**config.mk**
```make
export PLATFORM = sky130hd
export DESIGN_NAME = pli_table
export DESIGN_NICKNAME = d
export VERILOG_FILES = /design/src/rtl/piecewise_linear_interpolator_defines.svh /design/src/rtl/pli_pkg.sv /design/src/rtl/pli_table.sv
export SDC_FILE = /design/constraint.sdc
export NUM_CORES = 2
export LEC_CHECK = 0
export BUFFER_PORTS_ARGS = -buffer_cell sky130_fd_sc_hd__buf_2
export CELL_PAD_IN_SITES_DETAIL_PLACEMENT = 1
export CELL_PAD_IN_SITES_GLOBAL_PLACEMENT = 2
export CORE_AREA = 2 2 618 466
export CTS_CLUSTER_DIAMETER = 40
export DETAILED_ROUTE_END_ITERATION = 6
export DIE_AREA = 0 0 620 468
export PLACE_DENSITY_LB_ADDON = 0.08
export SLEW_MARGIN = 25
export SYNTH_ARGS = -nofsm -noshare
export SYNTH_HDL_FRONTEND = slang
export SYNTH_SLANG_ARGS = --single-unit
```
**constraint.sdc**
```tcl
create_clock -name clk -period 6.2 [get_ports clk]
set_input_delay 0 -clock clk [delete_from_list [all_inputs] [get_ports clk]]
set_output_delay 0 -clock clk [all_outputs]
set_load 0.01 [all_outputs]
```
**src/rtl/piecewise_linear_interpolator_defines.svh**
```systemverilog
// Assertion macros shared by the interpolator RTL
`ifndef PIECEWISE_LINEAR_INTERPOLATOR_DEFINES_SVH
`define PIECEWISE_LINEAR_INTERPOLATOR_DEFINES_SVH

// Same-cycle implication, disabled while reset is asserted
`define PLI_ASSERT_NOW(label, clk, rst_n, ante, cons, msg) \
	label: assert property (@(posedge clk) disable iff (!rst_n) (ante) |-> (cons)) \
		else $error(msg);

// Next-cycle implication, disabled while reset is asserted
`define PLI_ASSERT_NEXT(label, clk, rst_n, ante, cons, msg) \
	label: assert property (@(posedge clk) disable iff (!rst_n) (ante) |=> (cons)) \
		else $error(msg);

`endif

```
**src/rtl/pli_pkg.sv**
```systemverilog
// Shared constants, codes and interface structs of the interpolator
package pli_pkg;

	localparam int MAX_POINTS = 64;
	localparam int ADDR_W     = $clog2(MAX_POINTS);
	localparam int CNT_W      = ADDR_W + 1;
	localparam int DATA_W     = 32;
	localparam int DIFF_W     = DATA_W + 1;
	localparam int PROD_W     = 2 * DATA_W;
	localparam int NUM_W      = PROD_W + 1;
	// quotient bits kept; anything at or above 2^Q_W saturates the result anyway
	localparam int Q_W        = 41;
	localparam int QCNT_W     = $clog2(Q_W);
	localparam int SUM_W      = Q_W + 2;

	localparam logic OP_LOAD  = 1'b0;
	localparam logic OP_QUERY = 1'b1;

	localparam logic [1:0] ST_INTERIOR = 2'd0;
	localparam logic [1:0] ST_EXT_LO   = 2'd1;
	localparam logic [1:0] ST_EXT_HI   = 2'd2;
	localparam logic [1:0] ST_ZERO_W   = 2'd3;

	typedef struct packed {
		logic              en;
		logic [ADDR_W-1:0] addr;
		logic [DATA_W-1:0] x;
		logic [DATA_W-1:0] y;
	} tbl_wr_t;

	typedef struct packed {
		logic              start;
		logic [DATA_W-1:0] rem_init;
		logic [Q_W-1:0]    num_lo;
		logic [DATA_W-1:0] divisor;
	} div_req_t;

endpackage

```
**src/rtl/pli_table.sv**
```systemverilog
// Breakpoint x/y memories: one write port, one registered read port
module pli_table (
	input  logic                        clk,
	input  pli_pkg::tbl_wr_t            wr,
	input  logic [pli_pkg::ADDR_W-1:0]  rd_addr,
	output logic [pli_pkg::DATA_W-1:0]  rd_x,
	output logic [pli_pkg::DATA_W-1:0]  rd_y
);
	import pli_pkg::*;

	logic [DATA_W-1:0] x_mem [MAX_POINTS];
	logic [DATA_W-1:0] y_mem [MAX_POINTS];

	always_ff @(posedge clk) begin
		if (wr.en) begin
			x_mem[wr.addr] <= wr.x;
			y_mem[wr.addr] <= wr.y;
		end
	end

	always_ff @(posedge clk) begin
		rd_x <= x_mem[rd_addr];
		rd_y <= y_mem[rd_addr];
	end

endmodule

```
### Yosys cells after proc, flatten, opt, wreduce, memory -nomap -nowiden

Memory sizes are Yosys's and may differ from the RTL's. A register that Yosys moved wholly into a read port is not among the register bits.
Index checks and enable logic that the tools add are counted.

* memories: 2
* bits in registers: 0
* output and inout bits: 64
* bits of input ports: 78
* bits in writable memories: 4096
* word-level logic and storage cells: 4

* muxes and demuxes: 2

Memories
* x_mem: depth 64, width 32, read ports 1, clocked after Yosys merged registers in 1, wr ports 1, RTL line pli_table.sv:11 `logic [DATA_W-1:0] x_mem [MAX_POINTS];`
* y_mem: depth 64, width 32, read ports 1, clocked after Yosys merged registers in 1, wr ports 1, RTL line pli_table.sv:12 `logic [DATA_W-1:0] y_mem [MAX_POINTS];`

Operators by type and width (number)
* two-way mux 1 bit: 2

### Longest topological paths before layout

* depth after elaboration: 2
* depth in mapped cells: 9
* gate-level depth less buffers: 4

### Least setup slack after synthesis

OpenSTA, ideal clock, no wires.

* path type: input to register
* start: in wr[68] in the netlist's numbering
* end: mem x_mem[16][0] (enable)
* stages on the path: 4
* data arrival time: 3510 ps
* library setup time: 486 ps
* buffers on the path: 2
* path slack: 2204 ps
* required time: 5714 ps
* path through: clkbuf_1 > or3b_2 > clkbuf_1 > nor2_1

RTL lines
* from (decl): RTL line pli_table.sv:4 `input pli_pkg::tbl_wr_t wr,`
* to (decl): RTL line pli_table.sv:11

Straight into the memory's write port.

==> metrics.cfg <==
[pwr]
power_mw = 64.2
vdd_drop_max_uv = 370
leakage_nw = 56.6
p_per_area_nw_per_um2 = 356

[timing]
setup_violations = 0
grt_setup_unrepaired = no
clock_skew_ns = 0.0415
slew_headroom_pct = 25.2
fmax_ghz = 0.292
tightest_slew_ns = 1.12
maxSlewViolCount = 0
tns_ns = 0
period_needed_ns = 3.43
min_period_over_period_pct = 55.3
hold_viol_final = 0

[clocking]
post-cts-setup-buffer-count = 0
clock_path_buffers = 4
cts.repair.resized = 0
clockRootBuffer = clkbuf_16
clkTransAtPathRegs_ns = 0.06
cts_sinks = 4160
numCtsBuffers = 481
cts_tree = yes
cts_hold_buf = 68
htreeDepth = 5
clock_latency_ns = 0.95

[grt]
grt_pass1_wl_mm = 655
grtUsageTotal_pct = 33.2
grt_pass1_vias = 79151
grt_max_degree = 119
grt-ovfl-total = 0
antenna_found_initial = 31

[detailed_routing]
dr.pass1.iters = 6
wl_per_cell_um = 42.3
routed_wl_mm = 476
drt-initial-drc-count = 12473
viasPerCell = 7.03
vias = 79030
drc_errors = 0
ant_nets = 0

[synthesis]
ys_async_sr_fraction_pct = 0
syn_area_um2 = 156000
synth_edf_count = 4096
ys_seq_elements = 4160
yosysSeqAreaShare_pct = 79.7
syn_avg_cell_area_um2 = 24.0
synth.distinct_cells = 30
synthCells = 6505
ys_warn_count = 0
synth_ff_type = edfxtp_1
syn_nets = 6583

[floorplan]
dieArea_um2 = 290000
core_area_um2 = 285000
die_y_um = 468
rows = 170
start_util_pct = 54.8
ios = 142
die_w_um = 620

[layout]
nFillCells = 22100
nets = 7115
register_area_um2 = 124000
drive_gt1_share_pct = 30.5
syn2layout_area_growth_pct = 15.7
multi_input_area_um2 = 30200

[run]
cap_violations = 0

[worst_setup_path]
cp_data_arrival_time_ns = 4.31
path_max_fanout = 84
worstPathRequired_ns = 7.08
crit_path_start_kind = input pin
crit_type = input pin to register
crit_path_end_kind = register

[placed_design]
place.gp.congestion = 0.796
dpl.hpwl_mm = 255
port_buffers = 141

[run_status]
status = finished clean

[worst_hold_path]
hold_path.class = input pin to register

==> cell usage in the layout, fill, tap and decap left out, types with 68 or more instances in the layout <==
| master | Yosys | layout |
|---|---|---|
| edfxtp_1 | 4096 | 4096 |
| buf_2 | 136 | 78 |
| buf_4 | 50 | 205 |
| nand3_1 | 133 | 133 |
| dlygate4sd3_1 | 0 | 68 |
| bufinv_16 | 0 | 87 |
| a22oi_1 | 256 | 256 |
| mux2i_1 | 90 | 90 |
| clkbuf_16 | 0 | 488 |
| o22ai_1 | 102 | 102 |
| mux4_2 | 1024 | 1024 |
==> registers in the layout (all words and copies together) (netlist names) <==
signal / flops
rd_x: 32
rd_y: 32
x_mem: 2048
y_mem: 2048
==> report_power, final <==
part	internal, mW	switching (mW)	leakage [nW]	total [mW]
sequential	31.1	0.159	37.4	31.3
combinational	0.996	1.84	11.1	2.83
clock	18.2	11.8	8.16	30.1
total	50.4	13.8	56.6	64.2
==> layer usage <==
layer / part of all wire (%) / global-route usage, %
met1: 40 / 50.6
met2: 45 / 49.1
met3: 11 / 7.39
met4: 2.9 / 8.79
met5: 0.034 / 0
==> through the flow <==
step	std cells	setup slack [ns]	util, %	hold WS, ns	area [um2]
3_5_place_dp	10266	2.49	57.1	0.403	162000
4_1_cts	11235	2.88	63.3	0.0320	180000
3_3_place_gp	10261	2.43	57.0	0.402	162000
5_1_grt	11241	2.81	63.4	0.112	180000
6_report	11247	2.77	63.4	0.106	180000
2_1_floorplan	6505	2.20	-	0.0989	156000
==> final cells by class <==
| class | count | share of cell area, % |
|---|---|---|
| flip-flops and latches | 4160 | 68.9 |
| multi-input cells | 1967 | 16.7 |
| clock buffers | 541 | 6.91 |
| well taps | 3784 | 2.62 |
| clock inverters | 360 | 2.52 |
| repair buffers | 426 | 2.28 |
| diodes | 8 | 0.0111 |
| inverters | 1 | 0.00208 |
==> Yosys cell counts, types with 4 or more instances <==
library cell,n,area share [%]
a22oi_1,256,1.2
nor2_1,110,0.26
buf_1,29,0.070
dfxtp_1,64,0.82
nand3b_1,4,0.019
a211oi_1,63,0.30
clkbuf_1,140,0.34
nand3_1,133,0.43
o211a_1,64,0.41
a21oi_1,25,0.080
o22ai_1,102,0.41
mux4_2,1024,15
edfxtp_1,4096,79
mux2i_1,90,0.58
buf_6,21,0.15
nor2b_1,7,0.028
nand2_1,7,0.017
nand2b_1,4,0.016
buf_4,50,0.24
buf_2,136,0.44
o221ai_1,64,0.36
==> final timing paths <==
| check | slack (ns) | end | startpoint | depth (start not counted) |
|---|---|---|---|---|
| max | 2.77 | rd_y[15]$_DFF_P_ | rd_addr[1] | 7 |
| min | 0.11 | x_mem[24][8]$_DFFE_PP_ | wr[40] | 2 |
| max reg2reg | 3.75 | rd_y[15]$_DFF_P_ | y_mem[49][15]$_DFFE_PP_ | 4 |
| min reg2reg | 0.84 | rd_x[9]$_DFF_P_ | x_mem[39][9]$_DFFE_PP_ | 4 |
==> critical path: stages <==
cell and delay (ns):
dlygate4sd3_1 0.57, buf_8 0.48, buf_12 0.51, or2_2 0.93, o221ai_1 0.62, a21oi_1 0.88, o211a_1 0.22
==> cell families (layout without fill, tap and decap cells) <==
logic type	after synthesis	in the layout	synth area share, %
flops	4160	4160	79.7
other cells	0	8	0
buf+inv	378	1328	1.24
simple gates	278	278	0.831
mux	1114	1114	15.4
compound gates	575	575	2.80
(Power assumes the default switching activity.)
