**src/rtl/piecewise_linear_interpolator_defines.svh**
```systemverilog
// Assertion macros shared by the interpolator RTL
`ifndef PIECEWISE_LINEAR_INTERPOLATOR_DEFINES_SVH
`define PIECEWISE_LINEAR_INTERPOLATOR_DEFINES_SVH

// Same-cycle implication, disabled while reset is asserted
`define PLI_ASSERT_NOW(label, clk, rst_n, ante, cons, msg) \
	label: assert property (@(posedge clk) disable iff (!rst_n) (ante) |-> (cons)) \
		else $error(msg);

// Next-cycle implication, disabled while reset is asserted
`define PLI_ASSERT_NEXT(label, clk, rst_n, ante, cons, msg) \
	label: assert property (@(posedge clk) disable iff (!rst_n) (ante) |=> (cons)) \
		else $error(msg);

`endif

```
**src/rtl/pli_pkg.sv**
```systemverilog
// Shared constants, codes and interface structs of the interpolator
package pli_pkg;

	localparam int MAX_POINTS = 64;
	localparam int ADDR_W     = $clog2(MAX_POINTS);
	localparam int CNT_W      = ADDR_W + 1;
	localparam int DATA_W     = 32;
	localparam int DIFF_W     = DATA_W + 1;
	localparam int PROD_W     = 2 * DATA_W;
	localparam int NUM_W      = PROD_W + 1;
	// quotient bits kept; anything at or above 2^Q_W saturates the result anyway
	localparam int Q_W        = 41;
	localparam int QCNT_W     = $clog2(Q_W);
	localparam int SUM_W      = Q_W + 2;

	localparam logic OP_LOAD  = 1'b0;
	localparam logic OP_QUERY = 1'b1;

	localparam logic [1:0] ST_INTERIOR = 2'd0;
	localparam logic [1:0] ST_EXT_LO   = 2'd1;
	localparam logic [1:0] ST_EXT_HI   = 2'd2;
	localparam logic [1:0] ST_ZERO_W   = 2'd3;

	typedef struct packed {
		logic              en;
		logic [ADDR_W-1:0] addr;
		logic [DATA_W-1:0] x;
		logic [DATA_W-1:0] y;
	} tbl_wr_t;

	typedef struct packed {
		logic              start;
		logic [DATA_W-1:0] rem_init;
		logic [Q_W-1:0]    num_lo;
		logic [DATA_W-1:0] divisor;
	} div_req_t;

endpackage

```
**src/rtl/pli_divider.sv**
```systemverilog
// Restoring divider, one quotient bit per cycle
`include "piecewise_linear_interpolator_defines.svh"

module pli_divider (
	input  logic                    clk,
	input  logic                    arst_n,
	input  pli_pkg::div_req_t       req,
	output logic                    done,
	output logic [pli_pkg::Q_W-1:0] quotient
);
	import pli_pkg::*;

	logic              running_q;
	logic              done_q;
	logic [QCNT_W-1:0] cnt_q;
	logic [DATA_W-1:0] rem_q;
	logic [Q_W-1:0]    quo_q;
	logic [DATA_W-1:0] divisor_q;

	logic [DATA_W:0]   trial;
	logic [DATA_W:0]   trial_sub;
	logic              ge;

	// shift the next numerator bit into the partial remainder
	assign trial     = {rem_q, quo_q[Q_W-1]};
	assign trial_sub = trial - {1'b0, divisor_q};
	assign ge        = trial >= {1'b0, divisor_q};

	always_ff @(posedge clk or negedge arst_n) begin
		if (!arst_n) begin
			running_q <= 1'b0;
			done_q    <= 1'b0;
			cnt_q     <= '0;
		end else begin
			done_q <= running_q && !req.start && (cnt_q == QCNT_W'(Q_W - 1));
			if (req.start) begin
				running_q <= 1'b1;
				cnt_q     <= '0;
			end else if (running_q) begin
				cnt_q <= cnt_q + QCNT_W'(1);
				if (cnt_q == QCNT_W'(Q_W - 1))
					running_q <= 1'b0;
			end
		end
	end

	always_ff @(posedge clk) begin
		if (req.start) begin
			rem_q     <= req.rem_init;
			quo_q     <= req.num_lo;
			divisor_q <= req.divisor;
		end else if (running_q) begin
			rem_q <= ge ? trial_sub[DATA_W-1:0] : trial[DATA_W-1:0];
			quo_q <= {quo_q[Q_W-2:0], ge};
		end
	end

	assign done     = done_q;
	assign quotient = quo_q;

	`PLI_ASSERT_NEXT(a_start_runs, clk, arst_n, req.start, running_q, "divider did not start")
	`PLI_ASSERT_NOW(a_rem_below, clk, arst_n, running_q, rem_q < divisor_q, "remainder overflow")
	`PLI_ASSERT_NOW(a_done_idle, clk, arst_n, done_q, !running_q, "done while still running")

endmodule

```
**config.mk**
```make
export PLATFORM = sky130hd
export DESIGN_NAME = pli_divider
export DESIGN_NICKNAME = d
export VERILOG_FILES = /design/src/rtl/pli_pkg.sv /design/src/rtl/pli_divider.sv
export VERILOG_INCLUDE_DIRS = /design/src /design/src/rtl
export SDC_FILE = /design/constraint.sdc
export NUM_CORES = 1
export LEC_CHECK = 0
export BUFFER_PORTS_ARGS = -buffer_cell sky130_fd_sc_hd__buf_2
export CORE_MARGIN = 4
export CORE_UTILIZATION = 45
export CTS_BUF_LIST = sky130_fd_sc_hd__clkbuf_4 sky130_fd_sc_hd__clkbuf_8
export DETAILED_ROUTE_END_ITERATION = 6
export GPL_TIMING_DRIVEN = 0
export PLACE_DENSITY = 0.69
export SLEW_MARGIN = 15
export SYNTH_ARGS = -nofsm -noshare
export SYNTH_HDL_FRONTEND = slang
export SYNTH_SLANG_ARGS = --single-unit
export TNS_END_PERCENT = 10
```
**constraint.sdc**
```tcl
create_clock -name clk -period 5.9 [get_ports clk]
set_input_delay 1.18 -clock clk [delete_from_list [all_inputs] [get_ports clk]]
set_output_delay 1.18 -clock clk [all_outputs]
set_load 0.005 [all_outputs]
```
; ---- Word level (Yosys, flattened, before mapping)
; Index checks and enable logic that the tools add are counted.
[classes]
eq_ne = 1
n_reduce_logical = 4
magnitude_cmp = 1
add_sub_neg = 2
muxes = 10
[op_table]
columns = op, n
row1 = two-way mux 32 bit, 3
row2 = two-way mux 41 bit, 2
row3 = >= comparator 33 x 32 -> 1 bit, 1
row4 = subtractor 32 bit, 1
row5 = two-way mux 6 bit, 2
row6 = "adder 6 x 1 -> 6 bit, second input constant", 1
row7 = "equality test 6 bit, second input constant", 1
row8 = two-way mux 1 bit, 3
row9 = logical AND 1 bit, 2
row10 = nonzero test 2 bit, 1
row11 = logical NOT 1 bit, 1
[word_totals]
reg_bits = 113
out_inout_bits = 42
wordCells = 24
input_bits = 108

; ---- Logic depth before layout (Yosys ltp)
[depth]
depth_word = 4
ltp_mapped = 13
ltp_nobuf = 12

; ---- Worst setup path before layout
; OpenSTA, ideal clock, no wires.
[synth_path]
path_kind = reg2reg
startpoint = register rem_q[9]
endpoint = register rem_q[29] (data pin)
path_slack_ns = 2.948
arrival_ns = 2.683
setup_time_ns = 0.268
stages_incl_launch_ff = 10
t_required_ns = 5.632
period_less_slack_ns = 2.952
path_buffers = 2
path_cell_list = edfxtp_1 -> ha_1 -> buf_4 -> nand4_1 -> or2_0 -> or4_4 -> o41a_1 -> buf_2 -> o41ai_2 -> o31ai_1
[synth_between]
elab_chain_cells = 4
word_cells_on_any_way = 5
classes_between = add/sub (1) / order compare (1) / mux (3)
[synth_lines]
columns = item, line
row1 = "start, declared", pli_divider.sv:16  ; logic [DATA_W-1:0] rem_q;
row2 = "start signal, assigned", pli_divider.sv:49  ; rem_q <= req.rem_init;
row3 = "start signal, assigned", pli_divider.sv:53  ; rem_q <= ge ? trial_sub[DATA_W-1:0] : trial[DATA_W-1:0];
row4 = subtractor 32 bit / >= comparator 33 x 32 -> 1 bit (equally long branches), "pli_divider.sv:26, pli_divider.sv:27"
row5 = two-way mux 32 bit *, pli_divider.sv:53
row6 = two-way mux 32 bit *, pli_divider.sv:52  ; end else if (running_q) begin
row7 = two-way mux 32 bit *, pli_divider.sv:48  ; if (req.start) begin
; Mark *: on every way between the ends. The rest lies on a longest branch, timed or not. The select of a mux whose other input is x is not followed.
; A chain may end at the register's enable or synchronous reset.

; ---- Worst setup path after layout
[layout_path]
startpoint = register quo_q[40], in the netlist quotient[40]
endpoint = register rem_q[28] (data pin)
[layout_between]
elab_chain_cells = 4
word_cells_on_any_way = 5
classes_between = add/sub (1) / order compare (1) / mux (3)
[layout_lines]
columns = item, line
row1 = "start, declared", pli_divider.sv:17  ; logic [Q_W-1:0] quo_q;
row2 = "start signal, assigned", pli_divider.sv:50  ; quo_q <= req.num_lo;
row3 = "start signal, assigned", pli_divider.sv:54  ; quo_q <= {quo_q[Q_W-2:0], ge};
row4 = subtractor 32 bit / >= comparator 33 x 32 -> 1 bit (equally long branches), "pli_divider.sv:26, pli_divider.sv:27"
row5 = two-way mux 32 bit *, pli_divider.sv:53
row6 = two-way mux 32 bit *, pli_divider.sv:52
row7 = two-way mux 32 bit *, pli_divider.sv:48
; Marked as above.

==> impl_metrics.ini <==
[clocking]
postCtsSetupRepairBufs = 0
tritoncts = done
cts_root_buf = clkbuf_8
insertion_delay_ns = 0.45
clk_pin_slew_ns = 0.08
h-tree-depth = 4
ctsHoldBuffers = 0
clk_path_buf_depth = 2
cts.sinks = 113
cts_resized = 0
cts_inserted_buffers = 17

[grt]
antenna_found_initial = 1
grt_pass1_vias = 5944
grt_usage = 0.227
grt_pass1_wl_microns = 31200
grt_max_degree = 55
grt.overflow.total = 0

[synth]
syn-instance-count = 616
post-synth-top-area-fraction = 0.456
ys.flop_type = edfxtp_1
synth_seq_cells = 113
synth_most_common_cell = edfxtp_1
synth_top_area_cell = edfxtp_1
synth_edf_count = 105
syn_nets = 759
synth_commonest_cells = 105 x edfxtp_1, 47 x inv_1, 41 x mux2_2, 41 x nand2_1, 34 x ha_1
async_flop_share = 0.0708
yosysWarnings = 0
synthDistinctLibCells = 69
synth-seq-area-share = 0.485
synth_area_leaders = edfxtp_1 46%, mux2_2 6.7%, ha_1 6.1%
syn-cell-area_sq_um = 6920
synth_area_per_cell_sq_um = 11.2

[timing]
min_period_over_period = 0.621
max_freq_mhz = 273
finalCriticalPeriod_ns = 3.66
drv_slew = 0
finalHoldViolCount = 0
skew_ns = 0.0174
setup_viol = 0
setup_tns_ns = 0
worst_pin_slew_ns = 0.848
rsz0062_at_grt = false
fin_ws_ns = 2.24
relSlewSlack = 0.434

[detailed_routing]
drc = 0
vias = 5678
wl_microns = 19600
firstDrtPassIters = 5
drt-wirelength-per-cell_microns = 19.9
drt_iter0_markers = 432
ant_nets = 0
vias_per_cell = 5.76

[pwr]
sw_frac_of_total = 0.397
irDropWorstVdd_mv = 0.220
cell_internal_pwr_mw = 2.33
power_leakage_nw = 3.53
power_density_nw_per_um2 = 461
switchingPower_mw = 1.53
p_comb_frac = 0.483
seqPwrFrac = 0.311
pwr-share-clk = 0.207

[floorplan]
num_io_pins = 150
fp.dieH_microns = 132
core_sq_um = 15100
initial_core_util = 0.457
num_rows = 45
die_w_microns = 132
die-area_sq_um = 17400

[critical_path]
path_cells = inv_1 -> ha_1 -> inv_1 -> fa_1 -> a21oi_1 -> o21ai_0 -> a21oi_1 -> a211oi_1 -> a31oi_1 -> mux2i_1 -> a2111oi_0 -> o211ai_1
criticalPathCategory = flop to flop
critPathLaunchType = flop
crit_slowest_cell = a21oi_1
cp_data_arrival_time_ns = 3.86
worstPathRequired_ns = 6.09
cp-end-kind = flop
crit_family = compound AO/OA/AOI/OAI gates
slowest_delay_ns = 0.48
worst-path-max-fanout = 5
cp.buffers_inverters = 2

[final_layout]
layout-drive-gt1-share = 0.327
fin_nets = 928
syn2layout_area_growth_pct = 20.8
diodes = 0

[outcome]
status = finished clean

[placed_design]
gp_congestion = 0.937
portBuffers = 149
dpl.hpwl_microns = 14100
dp_slack_ns = 1.95

[run]
max_cap_violations = 0

[hold_path]
min_path_type = input port to asynchronous set/reset pin
## cell usage in the layout (no fill, tap or decap), types with 9 or more instances in the layout
cell,synthesis,layout
buf_2,3,152
ha_1,34,34
nor2_1,33,33
o21ai_0,26,26
edfxtp_1,105,105
inv_1,47,47
a21oi_1,32,32
nand3_1,20,20
mux2_2,41,41
o31ai_1,9,9
nand2_1,41,41
clkbuf_1,11,11
a21o_1,9,9
xnor2_1,24,24
clkbuf_8,4,24
nand4_1,22,22
a31oi_1,19,19
## final timing paths
kind	startpoint	end	slack, ns	cells after the start
max	quotient[40]$_DFFE_PP_	rem_q[28]$_DFFE_PP_	2.24	12
min	arst_n	done$_DFF_PN0_	0.56	1
max reg2reg	quotient[40]$_DFFE_PP_	rem_q[28]$_DFFE_PP_	2.24	12
min reg2reg	cnt_q[4]$_DFFE_PN0P_	cnt_q[4]$_DFFE_PN0P_	0.58	2
max in group asynchronous	arst_n	cnt_q[1]$_DFFE_PN0P_	5.17	1
min in group clk	cnt_q[4]$_DFFE_PN0P_	cnt_q[4]$_DFFE_PN0P_	0.58	2
## power by group through the flow
stage / combinational, mW / sequential [mW] / clock [mW]
2_1_floorplan: 1.38 / 1.18 / 0
3_3_place_gp: 1.79 / 1.20 / 0
3_5_place_dp: 1.82 / 1.21 / 0
4_1_cts: 1.84 / 1.20 / 0.814
5_1_grt: 2.05 / 1.21 / 0.849
6_report: 1.86 / 1.20 / 0.797
## area by class of cell
| cell class | instances | area [sq um] |
|---|---|---|
| fillers | 1325 | 6790 |
| flip-flops and latches | 113 | 3350 |
| plain buffers | 37 | 267 |
| repair buffers | 150 | 773 |
| multi-input cells | 419 | 3120 |
| well taps | 188 | 235 |
| clock buffers | 20 | 275 |
| clock inverters | 12 | 155 |
| inverters | 47 | 176 |
## through the flow
stage	power [mW]	utilization	area, sq um	std cells	hold WS (ns)
2_1_floorplan	2.55	-	6920	616	0.518
3_3_place_gp	2.99	0.522	7900	953	0.533
3_5_place_dp	3.03	0.524	7930	954	0.558
4_1_cts	3.85	0.552	8360	986	0.532
5_1_grt	4.12	0.552	8360	986	0.536
6_report	3.86	0.552	8360	986	0.555
## metal layers
layer / vias to the layer above / GRT usage / wire (microns)
met1: 2672 / 0.285 / 8060
met3: 53 / 0.0779 / 2060
met2: 285 / 0.357 / 8970
met4: 2 / 0.0980 / 537
li1: 2666 / - / -
met5: - / 0 / 12
## flip-flops by register name (all words and copies together) (netlist names)
register and cells:
running_q 1, rem_q 32, quotient 41, done 1, cnt_q 6, divisor_q 32
## cell families after synthesis
family | Yosys count | synth area share
xor gates and xnor gates | 30 | 0.0380
muxes | 43 | 0.0696
DFF | 113 | 0.485
and+or+nand+nor | 151 | 0.107
buffers and inverters | 84 | 0.0640
adders and majority gates | 35 | 0.0644
AOI/OAI and AO/OA | 160 | 0.172
No activity file was read; power rests on OpenSTA's default activity.
